## src/dts_pkg.sv

```systemverilog
// ----------------------------------------------------------------------------
// dts_pkg
// Shared types, widths and the month table for the DOS timestamp converter.
// ----------------------------------------------------------------------------
package dts_pkg;

   localparam int DATE_W    = 16;
   localparam int TIME_W    = 16;
   localparam int YEARS_W   = 7;
   localparam int MONTH_W   = 4;
   localparam int DOM_W     = 5;
   localparam int HOUR_W    = 5;
   localparam int MINUTE_W  = 6;
   localparam int SEC_W     = 6;
   localparam int DAY_W     = 16;
   localparam int HOURS_W   = 21;
   localparam int MINUTES_W = 27;
   localparam int SECONDS_W = 33;

   localparam int QUEUE_DEPTH_DEFAULT = 2;

   localparam logic [MONTH_W-1:0] MONTH_FEB = 4'd2;
   localparam logic [MONTH_W-1:0] MONTH_DEC = 4'd12;

   // One decoded item between the front and the back.
   typedef struct packed {
      logic [DAY_W-1:0]    days;
      logic [HOUR_W-1:0]   hour;
      logic [MINUTE_W-1:0] minute;
      logic [SEC_W-1:0]    second;
      logic                month_invalid;
   } entry_type;

   // Queue status seen by the front and the back.
   typedef struct packed {
      logic can_push;
      logic nonempty;
   } queue_status_type;

   // Days in the months before month m (January is month 1).
   function automatic logic [DAY_W-1:0] days_before_month(input logic [MONTH_W-1:0] m);
      logic [DAY_W-1:0] d;
      d = '0;
      unique case (m)
         4'd0, 4'd1: d = 16'd0;
         4'd2:       d = 16'd31;
         4'd3:       d = 16'd59;
         4'd4:       d = 16'd90;
         4'd5:       d = 16'd120;
         4'd6:       d = 16'd151;
         4'd7:       d = 16'd181;
         4'd8:       d = 16'd212;
         4'd9:       d = 16'd243;
         4'd10:      d = 16'd273;
         4'd11:      d = 16'd304;
         default:    d = 16'd334;
      endcase
      return d;
   endfunction

endpackage

```

## src/dos_timestamp_to_unix_seconds_unit.sv

```systemverilog
// ----------------------------------------------------------------------------
// dos_timestamp_to_unix_seconds_unit
// Converts a packed DOS date and time to seconds since 1970.
// ----------------------------------------------------------------------------
// A new transaction can be started in every cycle while busy is low; busy stays
// low in normal use, since the back end drains its queue each cycle and the
// receiver never stalls. The result appears on the rsp_ ports for one cycle,
// marked by rsp_valid, after start is taken and the item has passed the front
// register that works out the day count, the queue, and the back-end stages
// where one multiply-add per stage folds in hours, minutes and seconds.
// Every fourth year is taken as a leap year; a month of 0 or above 12 raises
// rsp_month_invalid and the month sum stops at December.
module dos_timestamp_to_unix_seconds_unit
   import dts_pkg::*;
#(
   parameter int QUEUE_DEPTH = QUEUE_DEPTH_DEFAULT
)(
   input  logic                  clock,
   input  logic                  reset,
   input  logic                  start,
   output logic                  busy,
   input  logic [DATE_W-1:0]     req_dos_date,
   input  logic [TIME_W-1:0]     req_dos_time,
   output logic                  rsp_valid,
   output logic [SECONDS_W-1:0]  rsp_unix_seconds,
   output logic                  rsp_month_invalid
);

   queue_status_type q_status;
   logic             push;
   logic             pop;
   entry_type        push_entry;
   entry_type        pop_entry;

   dts_front u_front (
      .clock        (clock),
      .reset        (reset),
      .start        (start),
      .busy         (busy),
      .req_dos_date (req_dos_date),
      .req_dos_time (req_dos_time),
      .q_status     (q_status),
      .push         (push),
      .push_entry   (push_entry)
   );

   dts_queue #(
      .DEPTH (QUEUE_DEPTH)
   ) u_queue (
      .clock      (clock),
      .reset      (reset),
      .push       (push),
      .push_entry (push_entry),
      .pop        (pop),
      .pop_entry  (pop_entry),
      .q_status   (q_status)
   );

   dts_back u_back (
      .clock             (clock),
      .reset             (reset),
      .q_status          (q_status),
      .pop_entry         (pop_entry),
      .pop               (pop),
      .rsp_valid         (rsp_valid),
      .rsp_unix_seconds  (rsp_unix_seconds),
      .rsp_month_invalid (rsp_month_invalid)
   );

`ifndef ASSERT_OFF
   a_latency: assert property (@(posedge clock) disable iff (reset)
      (start && !busy) |-> ##5 rsp_valid)
      else $error("transaction result missing after five cycles");

   a_no_spurious: assert property (@(posedge clock) disable iff (reset)
      rsp_valid |-> $past(start && !busy, 5))
      else $error("result without a matching transaction");
`endif

endmodule

```

## src/dts_front.sv

```systemverilog
// ----------------------------------------------------------------------------
// dts_front
// Accepts a DOS date and time, unpacks the fields and works out the day count.
// ----------------------------------------------------------------------------
module dts_front
   import dts_pkg::*;
(
   input  logic                  clock,
   input  logic                  reset,
   input  logic                  start,
   output logic                  busy,
   input  logic [DATE_W-1:0]     req_dos_date,
   input  logic [TIME_W-1:0]     req_dos_time,
   input  queue_status_type      q_status,
   output logic                  push,
   output entry_type             push_entry
);

   logic                 valid_ff, valid_in;
   entry_type            entry_ff, entry_in;
   logic                 accept;

   logic [YEARS_W-1:0]   years;
   logic [MONTH_W-1:0]   month;
   logic [DOM_W-1:0]     dom;
   logic [MONTH_W-1:0]   last_month;
   logic [DAY_W-1:0]     year_days;
   logic [DAY_W-1:0]     leap_days;
   logic [DAY_W-1:0]     leap_this;
   logic                 invalid;

   assign push       = valid_ff && q_status.can_push;
   assign push_entry = entry_ff;
   assign busy       = valid_ff && !q_status.can_push;
   assign accept     = start && !busy;

   always_comb begin
      years      = req_dos_date[15:9];
      month      = req_dos_date[8:5];
      dom        = req_dos_date[4:0];
      invalid    = (month == '0) || (month > MONTH_DEC);
      last_month = (month > MONTH_DEC) ? MONTH_DEC : month;

      year_days  = (DAY_W'(years) + DAY_W'(10)) * DAY_W'(365) + DAY_W'(2);
      leap_days  = DAY_W'((8'(years) + 8'd3) >> 2);
      leap_this  = ((years[1:0] == 2'b00) && (month > MONTH_FEB)) ? DAY_W'(1) : '0;

      entry_in.days          = year_days + leap_days + days_before_month(last_month)
                               + leap_this + DAY_W'(dom) - DAY_W'(1);
      entry_in.hour          = req_dos_time[15:11];
      entry_in.minute        = req_dos_time[10:5];
      entry_in.second        = {req_dos_time[4:0], 1'b0};
      entry_in.month_invalid = invalid;
   end

   always_comb begin
      if (accept) begin
         valid_in = 1'b1;
      end else if (push) begin
         valid_in = 1'b0;
      end else begin
         valid_in = valid_ff;
      end
   end

   always_ff @(posedge clock) begin
      if (reset) begin
         valid_ff <= 1'b0;
      end else begin
         valid_ff <= valid_in;
      end
   end

   always_ff @(posedge clock) begin
      if (accept) begin
         entry_ff <= entry_in;
      end
   end

endmodule

```

## src/dts_queue.sv

```systemverilog
// ----------------------------------------------------------------------------
// dts_queue
// Short queue that decouples the front from the back.
// ----------------------------------------------------------------------------
module dts_queue
   import dts_pkg::*;
#(
   parameter int DEPTH = QUEUE_DEPTH_DEFAULT
)(
   input  logic             clock,
   input  logic             reset,
   input  logic             push,
   input  entry_type        push_entry,
   input  logic             pop,
   output entry_type        pop_entry,
   output queue_status_type q_status
);

   localparam int PTR_W = (DEPTH > 1) ? $clog2(DEPTH) : 1;
   localparam int CNT_W = $clog2(DEPTH + 1);

   entry_type          mem [DEPTH];
   logic [PTR_W-1:0]   wr_ptr_ff, wr_ptr_in;
   logic [PTR_W-1:0]   rd_ptr_ff, rd_ptr_in;
   logic [CNT_W-1:0]   count_ff, count_in;
   logic               full;

   assign full              = (count_ff == CNT_W'(DEPTH));
   assign q_status.nonempty = (count_ff != '0);
   assign q_status.can_push = !full || pop;
   assign pop_entry         = mem[rd_ptr_ff];

   always_comb begin
      wr_ptr_in = wr_ptr_ff;
      rd_ptr_in = rd_ptr_ff;
      count_in  = count_ff;
      if (push) begin
         wr_ptr_in = (wr_ptr_ff == PTR_W'(DEPTH - 1)) ? '0 : wr_ptr_ff + PTR_W'(1);
      end
      if (pop) begin
         rd_ptr_in = (rd_ptr_ff == PTR_W'(DEPTH - 1)) ? '0 : rd_ptr_ff + PTR_W'(1);
      end
      unique case ({push, pop})
         2'b10:   count_in = count_ff + CNT_W'(1);
         2'b01:   count_in = count_ff - CNT_W'(1);
         default: count_in = count_ff;
      endcase
   end

   always_ff @(posedge clock) begin
      if (reset) begin
         wr_ptr_ff <= '0;
         rd_ptr_ff <= '0;
         count_ff  <= '0;
      end else begin
         wr_ptr_ff <= wr_ptr_in;
         rd_ptr_ff <= rd_ptr_in;
         count_ff  <= count_in;
      end
   end

   always_ff @(posedge clock) begin
      if (push) begin
         mem[wr_ptr_ff] <= push_entry;
      end
   end

`ifndef ASSERT_OFF
   a_no_pop_empty: assert property (@(posedge clock) disable iff (reset)
      pop |-> (count_ff != '0))
      else $error("queue popped while empty");

   a_no_overflow: assert property (@(posedge clock) disable iff (reset)
      (push && !pop) |-> !full)
      else $error("queue pushed while full");
`endif

endmodule

```

## src/dts_back.sv

```systemverilog
// ----------------------------------------------------------------------------
// dts_back
// Folds hours, minutes and seconds into the day count over three stages.
// ----------------------------------------------------------------------------
module dts_back
   import dts_pkg::*;
(
   input  logic                  clock,
   input  logic                  reset,
   input  queue_status_type      q_status,
   input  entry_type             pop_entry,
   output logic                  pop,
   output logic                  rsp_valid,
   output logic [SECONDS_W-1:0]  rsp_unix_seconds,
   output logic                  rsp_month_invalid
);

   logic                  s1_valid_ff, s2_valid_ff, s3_valid_ff;
   logic [HOURS_W-1:0]    s1_hours_ff, s1_hours_in;
   logic [MINUTE_W-1:0]   s1_minute_ff;
   logic [SEC_W-1:0]      s1_second_ff, s2_second_ff;
   logic                  s1_inv_ff, s2_inv_ff, s3_inv_ff;
   logic [MINUTES_W-1:0]  s2_minutes_ff, s2_minutes_in;
   logic [SECONDS_W-1:0]  s3_seconds_ff, s3_seconds_in;

   // Drain the queue every cycle: the receiver never stalls.
   assign pop = q_status.nonempty;

   assign s1_hours_in   = HOURS_W'(pop_entry.days) * HOURS_W'(24)
                          + HOURS_W'(pop_entry.hour);
   assign s2_minutes_in = MINUTES_W'(s1_hours_ff) * MINUTES_W'(60)
                          + MINUTES_W'(s1_minute_ff);
   assign s3_seconds_in = SECONDS_W'(s2_minutes_ff) * SECONDS_W'(60)
                          + SECONDS_W'(s2_second_ff);

   always_ff @(posedge clock) begin
      if (reset) begin
         s1_valid_ff <= 1'b0;
         s2_valid_ff <= 1'b0;
         s3_valid_ff <= 1'b0;
      end else begin
         s1_valid_ff <= pop;
         s2_valid_ff <= s1_valid_ff;
         s3_valid_ff <= s2_valid_ff;
      end
   end

   always_ff @(posedge clock) begin
      s1_hours_ff   <= s1_hours_in;
      s1_minute_ff  <= pop_entry.minute;
      s1_second_ff  <= pop_entry.second;
      s1_inv_ff     <= pop_entry.month_invalid;
      s2_minutes_ff <= s2_minutes_in;
      s2_second_ff  <= s1_second_ff;
      s2_inv_ff     <= s1_inv_ff;
      s3_seconds_ff <= s3_seconds_in;
      s3_inv_ff     <= s2_inv_ff;
   end

   assign rsp_valid         = s3_valid_ff;
   assign rsp_unix_seconds  = s3_seconds_ff;
   assign rsp_month_invalid = s3_inv_ff;

endmodule
```

## config.mk

```make
export PLATFORM = sky130hd
export DESIGN_NAME = dos_timestamp_to_unix_seconds_unit
export DESIGN_NICKNAME = d
export VERILOG_FILES = /design/src/dts_pkg.sv /design/src/dos_timestamp_to_unix_seconds_unit.sv /design/src/dts_front.sv /design/src/dts_queue.sv /design/src/dts_back.sv
export SDC_FILE = /design/constraint.sdc
export NUM_CORES = 1
export LEC_CHECK = 0
export BUFFER_PORTS_ARGS = -buffer_cell sky130_fd_sc_hd__buf_4
export CAP_MARGIN = 10
export CELL_PAD_IN_SITES_DETAIL_PLACEMENT = 1
export CELL_PAD_IN_SITES_GLOBAL_PLACEMENT = 1
export CORE_AREA = 3 3 171 173
export CTS_BUF_LIST = sky130_fd_sc_hd__clkbuf_8
export CTS_CLUSTER_DIAMETER = 100
export CTS_CLUSTER_SIZE = 40
export DETAILED_ROUTE_END_ITERATION = 7
export DIE_AREA = 0 0 174 176
export HOLD_SLACK_MARGIN = 0.05
export PLACE_DENSITY_LB_ADDON = 0.1
export SYNTH_ARGS = -nofsm -noshare
export SYNTH_HDL_FRONTEND = slang
export SYNTH_SLANG_ARGS = --single-unit
```

## constraint.sdc

```tcl
create_clock -name clock -period 19.6 [get_ports clock]
set_clock_uncertainty 0.1 [all_clocks]
set_input_delay 3.92 -clock clock [delete_from_list [all_inputs] [get_ports clock]]
set_output_delay 3.92 -clock clock [all_outputs]
set_load 0.05 [all_outputs]
```

# Word-level counts from Yosys, hierarchy flattened
# Memory sizes are Yosys's and may differ from the RTL's. A register that Yosys moved wholly into a read port is not among the register bits.
# Index checks and enable logic that the tools add are counted.
# totals
ff_bits	143
mem_bits_rw	66
mem_bits_ro	144
in_bits	35
memories	2
# mem_list
memory	depth	word_bits	rd	rd_clocked_by_memory_dff	wr	line	rtl
(name not given)	16	9	1	0	0	dts_pkg.sv:44	unique case (m)
u_queue.mem	2	33	1	1	1	dts_queue.sv:22	entry_type mem [DEPTH];
# classes
add_sub_neg	15
multipliers	4
magnitude_cmp	2
eq_ne	3
muxes	11
reduce_logical	14
# op_table
operator	count
adder 33 x 6 -> 33 bit	1
adder 16 bit	2
multiplier 27 x 4 -> 31 bit (second input constant)	1
adder 27 x 6 -> 27 bit	1
multiplier 21 x 4 -> 25 bit (second input constant)	1
adder 21 x 5 -> 21 bit	1
multiplier 16 x 2 -> 18 bit (second input constant)	1
adder 16 x 14 -> 16 bit	1
adder 16 x 2 -> 16 bit (second input constant)	1
adder 16 x 5 -> 16 bit	1
multiplier 16 x 9 -> 16 bit (second input constant)	1
subtractor 16 x 1 -> 16 bit (second input constant)	1
two-way mux 1 bit	9
adder 7 x 2 -> 8 bit (second input constant)	1
adder 7 x 4 -> 8 bit (second input constant)	1
nonzero test 2 bit	3
equality test 2 bit (second input constant)	2
> comparator 4 x 2 -> 1 bit (second input constant)	1
> comparator 4 bit (second input constant)	1
logical AND 1 bit	4
zero test 4 bit	1
two-way mux 4 bit	1
case mux 2 bit (2 select lines)	1
zero test 1 bit	3
other kinds (6)	8

# Logic depth before layout (Yosys ltp)
# depth
word_depth	8
mapped_depth	27
mapped_depth_nobuf	26

# Cells and area by module
# Synthesis repeated with hierarchy kept, for this count alone.
# hier_totals
hier_cells	1462
area_unflattened_um2	15736.3
# by_module_without_submodules
mod	instances	cells_per_inst	area_each_um2	seq_area_each_um2
dts_back	1	985	9347.7	2102.0
dts_front	1	348	3737.3	1011.0
dts_queue	1	129	2651.3	2142.1

# Worst setup path after synthesis
# OpenSTA, ideal clock, no wires.
# synth_timing
kind	input-to-reg
startpoint	in req_dos_date[7]
endpoint	reg u_front.entry_ff, in the netlist u_front.push_entry[33], data pin
setup_ps	260
arrival_time_ps	9258
setup_slack_ps	9982
cell_stages	22
n_path_buf	1
path_cell_list	clkbuf_1 -> nand2_1 -> nand2_1 -> inv_1 -> ha_1 -> a21oi_1 -> fa_1 -> fa_1 -> inv_1 -> fa_1 -> inv_1 -> fa_1 -> fa_1 -> ha_1 -> a21oi_1 -> nor2b_1 -> o21a_1 -> o31a_1 -> or4_1 -> a31o_2 -> a21oi_1 -> xnor2_1
# synth_lines
element	line	rtl
from (decl)	dos_timestamp_to_unix_seconds_unit.sv:22	input logic [DATE_W-1:0] req_dos_date,
to (signal assigned)	dts_front.sv:76	entry_ff <= entry_in;
to (decl)	dts_front.sv:20	entry_type entry_ff, entry_in;

==> impl_metrics.toml <==
[routing]
wl_per_cell_um = 16.12
drt_iter0_markers = 406
drtPass1Iterations = 4
viasPerCell = 5.402
via_count = 10047
drc = 0
drt-total-wl_mm = 29.98
ant_nets = 0

[grt]
grt_pass1_vias = 11258
grt_max_degree = 42
use_met3 = 0.01785
grt-busiest-layer = "met2"
grt_antenna_before_repair = 0
use_met2 = 0.4197
met1_usage = 0.2251
grt_pass1_wl_mm = 52.43
overflow = 0
grt_usage = 0.2036

[setup_path]
crit_start = "req_dos_date[8]"
path_cells = "buf_4 > nand2_1 > nand2_1 > inv_1 > ha_1 > a21oi_1 > fa_1 > fa_1 > inv_1 > fa_1 > inv_1 > fa_1 > fa_1 > ha_1 > a21oi_1 > nor2b_1 > o21a_1 > o31a_1 > or4_1 > a31o_2 > a21oi_1 > xnor2_1"
slowest_stage = "fa_1"
end_kind = "flip-flop"
timing.rr.start = "u_back.s2_minutes_ff[6]"
critPathKind = "input port to flip-flop"
crit_arrival_ns = 9.67
start_kind = "input port"
crit_top_cell = "fa_1"
path_max_fanout = 14
crit_required_ns = 19.81
cpPeakStageDelay_ns = 0.51

[floorplanning]
rows = 61
core_area_mm2 = 0.02778
fp.dieArea_mm2 = 0.03062
start_util = 0.5568
dieHeight_um = 176
io_pins = 71
fp.dieW_um = 174

[timing]
fin_tns_setup_ns = 0
max_slew_margin = 0.4586
setup_viol = 0
min_period_ns = 9.461
tightestPinTransition_ns = 0.8096
final.period_utilization = 0.4827
max_freq_mhz = 105.7
rsz0062_at_grt = "false"
setup_ws_ns = 10.14
finalHoldViolCount = 0
slew_violations = 0

[yosys]
ys_seq_area_frac = 0.3320
synth_top_family_by_area = "adder cells"
synth_top_cell_by_area = "edfxtp_1"
synth-simple-area-share = 0.09852
synth_commonest_cells = "inv_1, ha_1, fa_1"
synthAdderAreaFrac = 0.2990
synth_edf_count = 99
synthMuxAreaShare = 0.02977
synthXorXnorAreaFrac = 0.08428
synthCells = 1418
async_reset_ff_frac = 0
synth.most_common_cell = "inv_1"
synth-seq-cells = 207
ys_types = 84
yosys_warnings = 0
synth_compound_area_frac = 0.1074
ys.flop_type = "dfxtp_1"
yosysTopAreaCellShare = 0.1922
syn_area_mm2 = 0.01547
syn_avg_cell_area_um2 = 10.91
synth_top_cells_by_area = "edfxtp_1, fa_1, dfxtp_1"

[run_status]
outcome = "completed"

[place]
place_ws_ns = 9.547
dpl.cell_count = 1840
place.port_buffers = 68
dp_hpwl_mm = 24.61
place.gp.congestion = 0.8424

[layout]
area_growth_pct = 7.709
final_nets = 1802
layout-drive-gt1-share = 0.1100
fin_util = 0.5997
nFillCells = 3003
num_antenna_cells = 0
fin_cells = 1860

[clock_tree]
clk_pin_slew_ns = 0.20
max-clock-path-buffers = 3
numCtsBuffers = 12
h-tree-depth = 1
clock_latency_ns = 0.56
cts_tree = "yes"
cts.root.buffer_cell = "clkbuf_8"
cts_hold_buffers = 0
cts.sinks = 207
cts-resized-gates = 0
post_cts_buffers = 0

[min_path]
holdCritPathClass = "flip-flop to flip-flop"
hp-start = "u_back.s1_inv_ff"

[job]
maxCapViolations = 0
## cell families after synthesis
group,after synthesis
fa+ha+maj,291
mux,42
compound gates,246
flops,207
simple gates,289
xor+xnor,148
other cells,1
buf+inv,194
## layer usage
metal / share of wire / vias up
met1: 0.40 / 4941
met2: 0.57 / 92
met4: 0.016 / 0
met5: 0 / -
li1: - / 4976
met3: 0.019 / 38
## through the flow
stage                     hold WS (ns)  cell area [um2]
after floorplan                 0.2096            15470
after global placement          0.2113            16350
after detailed placement        0.2135            16350
after CTS                       0.1981            16660
after global routing            0.2057            16660
final                           0.1934            16660
## critical path, delay by kind of cell
kind	cells	cell delay [ns]
and+or+nand+nor	4	0.89
buffers and inverters	4	0.42
adders and majority gates	7	3.02
xor gates and xnor gates	1	0.08
AOI/OAI and AO/OA	6	1.34
## path summary, 6_finish.rpt
path	to	slack (ns)	cells past startpoint
min	u_back.s2_inv_ff	0.19	0
max reg2reg	u_back.rsp_unix_seconds[31]	14.68	16
max	u_front.push_entry[33]	10.14	22
min reg2reg	u_back.s2_inv_ff	0.19	0
## layout make-up
type | instances | area, um2 | area share
Clock buffer | 13 | 178.9 | 0.01074
Clock inverter | 7 | 133.9 | 0.008035
Inverter | 166 | 623.1 | 0.03740
Multi-Input combinational cell | 1018 | 9584 | 0.5752
Sequential cell | 207 | 5135 | 0.3082
Tap cell | 378 | 473.0 | 0.02839
Timing Repair Buffer | 71 | 533.0 | 0.03199
## sequential cells by signal (all words and copies together), names as in the netlist, 2 cells and up, named ones only
register	count
u_back.s1_second_ff	5
u_queue.count_ff	2
u_back.s1_minute_ff	6
u_back.s2_second_ff	5
u_queue.mem	66
u_front.push_entry	33
u_back.s2_minutes_ff	27
u_back.s1_hours_ff	21
u_back.rsp_unix_seconds	32
## cells in the final DEF, fill, tap and decap left out, types with 6 or more instances in the layout
cell	instances
nor2b_1	17
mux2i_1	10
inv_1	167
o21ai_0	42
nor3_1	18
mux2_2	32
a21o_1	24
o211ai_1	6
nand2b_1	7
a21oi_1	73
nor2_1	73
edfxtp_1	99
ha_1	160
nand3b_1	8
buf_4	71
o21a_1	13
or2_2	7
nand2_1	67
a31oi_1	11
clkbuf_8	13
and3_1	7
fa_1	131
dfxtp_1	108
or4_1	6
xnor2_1	100
xor2_1	47
o21bai_1	14
nand3_1	28
or3_1	6
Power is left out: the tool's default activity adds up to more than one toggle a clock period on the data nets, which glitch-free logic cannot reach.
